## src/hw/rtl/lmrp_pkg.sv

```systemverilog
// Shared types, constants and helper functions of the load-module record parser.
package lmrp_pkg;

   localparam int MAX_LINE_CHARS = 128;
   localparam int TABLE_DEPTH    = 512;
   localparam int TABLE_AW       = $clog2(TABLE_DEPTH);
   localparam int ENTRY_W        = 16;
   localparam int QUEUE_DEPTH    = 4;
   localparam int QUEUE_AW       = $clog2(QUEUE_DEPTH);

   localparam logic [1:0] KIND_WRITE  = 2'd0;
   localparam logic [1:0] KIND_ASTATE = 2'd1;
   localparam logic [1:0] KIND_XFER   = 2'd2;
   localparam logic [1:0] KIND_DONE   = 2'd3;

   localparam logic [2:0] ST_OK       = 3'd0;
   localparam logic [2:0] ST_SKIPPED  = 3'd1;
   localparam logic [2:0] ST_SYNTAX   = 3'd2;
   localparam logic [2:0] ST_BAD_ALLOC = 3'd3;
   localparam logic [2:0] ST_PAGE_HIGH = 3'd4;
   localparam logic [2:0] ST_XFER_HIGH = 3'd5;
   localparam logic [2:0] ST_UNKNOWN  = 3'd6;

   localparam logic FMT_FIRST  = 1'b0;
   localparam logic FMT_SECOND = 1'b1;

   typedef enum logic [2:0] {
      OP_NONE, OP_WRITE, OP_PAGE, OP_PPA, OP_ASTATE, OP_XFER
   } op_type;

   typedef struct packed {
      logic [1:0]  kind;
      logic [19:0] addr;
      logic [15:0] data;
      logic [2:0]  status;
      logic        ok;
      logic [15:0] cksum;
      logic        last;
   } result_type;

   typedef struct packed {
      logic [1:0] cnt;
      result_type r0;
      result_type r1;
   } push_type;

   // Returns the digit valid flag above the four value bits.
   function automatic logic [4:0] hexval(input logic [7:0] c);
      logic [4:0] r;
      r = 5'd0;
      if (c >= "0" && c <= "9") r = {1'b1, 4'(c - "0")};
      else if (c >= "A" && c <= "F") r = {1'b1, 4'(c - "A" + 8'd10)};
      else if (c >= "a" && c <= "f") r = {1'b1, 4'(c - "a" + 8'd10)};
      return r;
   endfunction

   function automatic logic [15:0] rotl1(input logic [15:0] v);
      return {v[14:0], v[15]};
   endfunction

endpackage

```

## src/hw/rtl/lmrp_outq.sv

```systemverilog
// Small result queue that takes up to two results per cycle and hands out one.
module lmrp_outq (
   input  logic                clock,
   input  logic                reset,
   input  lmrp_pkg::push_type  push,
   input  logic                pop,
   output lmrp_pkg::result_type head,
   output logic                head_valid,
   output logic                has_room
);
   import lmrp_pkg::*;

   result_type           ent_ff [QUEUE_DEPTH];
   logic [QUEUE_AW-1:0]  wr_ptr_ff, wr_ptr_in, rd_ptr_ff, rd_ptr_in;
   logic [QUEUE_AW:0]    count_ff, count_in;
   logic                 do_pop;

   assign head       = ent_ff[rd_ptr_ff];
   assign head_valid = (count_ff != '0);
   assign has_room   = (count_ff <= (QUEUE_AW + 1)'(QUEUE_DEPTH - 2));
   assign do_pop     = pop && head_valid;

   always_comb begin
      wr_ptr_in = wr_ptr_ff + QUEUE_AW'(push.cnt);
      rd_ptr_in = rd_ptr_ff + QUEUE_AW'(do_pop);
      count_in  = count_ff + (QUEUE_AW + 1)'(push.cnt) - (QUEUE_AW + 1)'(do_pop);
   end

   always_ff @(posedge clock) begin
      if (reset) begin
         wr_ptr_ff <= '0;
         rd_ptr_ff <= '0;
         count_ff  <= '0;
      end else begin
         wr_ptr_ff <= wr_ptr_in;
         rd_ptr_ff <= rd_ptr_in;
         count_ff  <= count_in;
      end
      if (push.cnt != 2'd0) begin
         ent_ff[wr_ptr_ff] <= push.r0;
      end
      if (push.cnt == 2'd2) begin
         ent_ff[wr_ptr_ff + QUEUE_AW'(1)] <= push.r1;
      end
   end
endmodule

```

## config.mk

```make
export PLATFORM = sky130hd
export DESIGN_NAME = lmrp_outq
export DESIGN_NICKNAME = d
export VERILOG_FILES = /design/src/hw/rtl/lmrp_pkg.sv /design/src/hw/rtl/lmrp_outq.sv
export SDC_FILE = /design/constraint.sdc
export NUM_CORES = 1
export LEC_CHECK = 0
export BUFFER_PORTS_ARGS = -buffer_cell sky130_fd_sc_hd__buf_2
export CORE_MARGIN = 2
export CORE_UTILIZATION = 25
export DETAILED_ROUTE_END_ITERATION = 7
export PLACE_DENSITY = 0.42
export SETUP_SLACK_MARGIN = 0.2
export SKIP_LAST_GASP = 1
export SYNTH_ARGS = -nofsm -noshare
export SYNTH_HDL_FRONTEND = slang
export SYNTH_SLANG_ARGS = --single-unit
```

## constraint.sdc

```tcl
create_clock -name clock -period 6.9 [get_ports clock]
set_clock_uncertainty 0.15 [all_clocks]
set_input_delay 0.69 -clock clock [delete_from_list [all_inputs] [get_ports clock]]
set_output_delay 0.69 -clock clock [all_outputs]
set_load 0.02 [all_outputs]
```

==> flow_summary.toml <==
[min_path]
holdCritStartpoint = "reset"
hold_class = "in2reg"

[sta]
max_freq_mhz = 264
finalSetupViolCount = 0
hold_violations = 0
rsz0062_at_grt = "no"
fin_setup_tns_ps = 0
hold_ws_ps = 264
fin_crit_ps = 3790
worst_pin_slew_ps = 1100
maxSlewHeadroom_pct = 26.6
period_share_pct = 54.9
finalMaxSlewViolations = 0

[job]
drv_cap = 0

[routing]
drtIter0Drc = 308
dr_wl_met2_um = 16500
vias = 6425
vias_per_cell = 4.50
drt_wl_total_um = 31900
met1_length_um = 13300
wire_per_inst_um = 22.3
routed.top_layer = "met5"
routed-wl-met3_um = 1390
drc = 0
drtAntennaViolNets = 0
firstDrtPassIters = 4

[yosys]
synth_warnings = 0
synth_nets = 744
netlist_area_um2 = 11800
syn_inst = 617
synth.largest_area_cell = "edfxtp_1"
synth_top_area_share_pct = 60.0
ys_types = 28
yosys-top-cells-area = "edfxtp_1 (60%), mux2_2 (21%), mux4_2 (11%)"
synth-seq-area-share_pct = 61.2
avgSynthCellArea_um2 = 19.1
synth-seq-cells = 243

[floorplan]
rows = 79
design.core.area_um2 = 46600
die-area_um2 = 49000
boundaryPins = 184
initial_utilization_pct = 25.4
dieHeight_um = 221
dieWidth_um = 221

[grt]
grt_pass1_wl_um = 47900
grt_pass1_vias = 7149
track_usage_pct = 13.1
grt_start_max_net_pins = 60
antenna_found_initial = 3
grt_overflow = 0

[power]
p_leak_nw = 4.86
pwr_density_cell_nw_per_um2 = 303
max-vdd-ir-drop_uv = 155

[final_layout]
nNetsFinal = 929
syn2layout_area_growth_pct = 20.7
fillerInstances = 4595
drive_gt1_share_pct = 64.0
layout.cells.most_common_list = "edfxtp_1 (236), mux2_2 (218), buf_2 (183)"
final_common_cell = "edfxtp_1"

[placement]
gp_congestion = 0.685
hpwl_um = 18100
port_buffers = 183

[clocking]
numCtsBuffers = 30
clk_pin_slew_ps = 60
clock_latency_ps = 570
ctsResizeCount = 0
clock_path_buffers = 3
cts-root-buf = "clkbuf_16"
htree_levels = 1
cts_tree = "yes"
cts-hold-fix-buffers = 0
cts.sinks = 243
cts.repair_timing.setup_buffer_count = 0

[critical_path]
crit_arrival_ps = 2950
slowest_delay_ps = 840
crit_slowest_cell = "dfxtp_4"
start_kind = "flip-flop"
rr_startpoint = "wr_ptr_ff[1]"
worst_ep_required_time_ps = 6060
critPathLaunch = "rd_ptr_ff[0]"
crit_fanout = 33
endpoint_kind = "primary output"
path_cells = "buf_4, mux4_2, buf_2"
crit_type = "reg2out"

[outcome]
status = "finished clean"
[metal layers]
layer	vias up	GRT usage (%)
li1	2905	-
met1	3342	15.9
met2	126	23.3
met3	48	2.83
met4	4	3.38
met5	-	0
[metrics by stage]
stage	utilization [%]	setup WS (ps)	instance area, µm²	std cells	total power [W]
floorplan	-	1110	11800	617	0.00260
finish	30.6	3110	14200	1428	0.00432
global placement	28.8	3530	13400	1377	0.00298
CTS	30.6	2930	14200	1427	0.00442
detailed placement	28.8	3420	13400	1377	0.00298
global route	30.6	2840	14200	1428	0.00454
[logic make-up after synthesis]
group	after synthesis	synth area share [%]
DFF	243	61.2
buffers and inverters	46	2.07
adders and majority gates	4	0.488
AOI/OAI and AO/OA	6	0.350
and+or+nand+nor	17	1.05
xor gates and xnor gates	2	0.382
muxes	299	34.4
[path summary, 6_finish.rpt]
kind,cells past startpoint,endpoint,slack (ps)
hold / removal,2,wr_ptr_ff[0],260
hold reg to reg,2,count_ff[2],560
setup reg to reg,3,ent_ff[0][30],3870
setup / recovery,3,head[32],3110
[sequential cells by signal, indices dropped and copies added (netlist names)]
register	cells
wr_ptr_ff	2
count_ff	3
ent_ff	236
rd_ptr_ff	2
[where the power goes]
part | total (W) | internal (W) | switching (W)
logic | 0.000998 | 0.000447 | 0.000551
registers | 0.00191 | 0.00182 | 0.0000955
clock network | 0.00141 | 0.000815 | 0.000594
[worst max-delay path: cells and delay by family (launching register included)]
kind                   cells  cell delay [ps]
DFF                        1              840
muxes                      1              600
buffers and inverters      2              890
[synth_stat cells]
cell and number:
xnor3_1 2, o311ai_0 1, or2_2 1, buf_6 4, mux2_2 218, clkbuf_1 7
nand4b_1 1, fa_1 1, nor2b_1 5, mux2_1 10, inv_1 4, a21oi_1 1
or3_1 1, edfxtp_1 236, nor4b_4 1, ha_1 3, buf_4 1, and4bb_2 1
mux4_2 59, mux2_4 10, nor2_1 6, o21ai_0 1, buf_2 30, and4bb_1 1
o21bai_1 2, mux2i_1 2, o31ai_1 1, dfxtp_1 7
[layout make-up]
type / instances / area, µm² / area share [%]
repair buffers: 195 / 1010 / 7.06
diodes: 1 / 2.50 / 0.0176
clock inverters: 4 / 20.0 / 0.140
clock buffers: 46 / 832 / 5.84
multi-input cells: 328 / 4380 / 30.7
inverters: 4 / 15.0 / 0.105
well taps: 607 / 759 / 5.33
flip-flops and latches: 243 / 7230 / 50.8
Note: power is estimated with default switching activity, not from simulation.
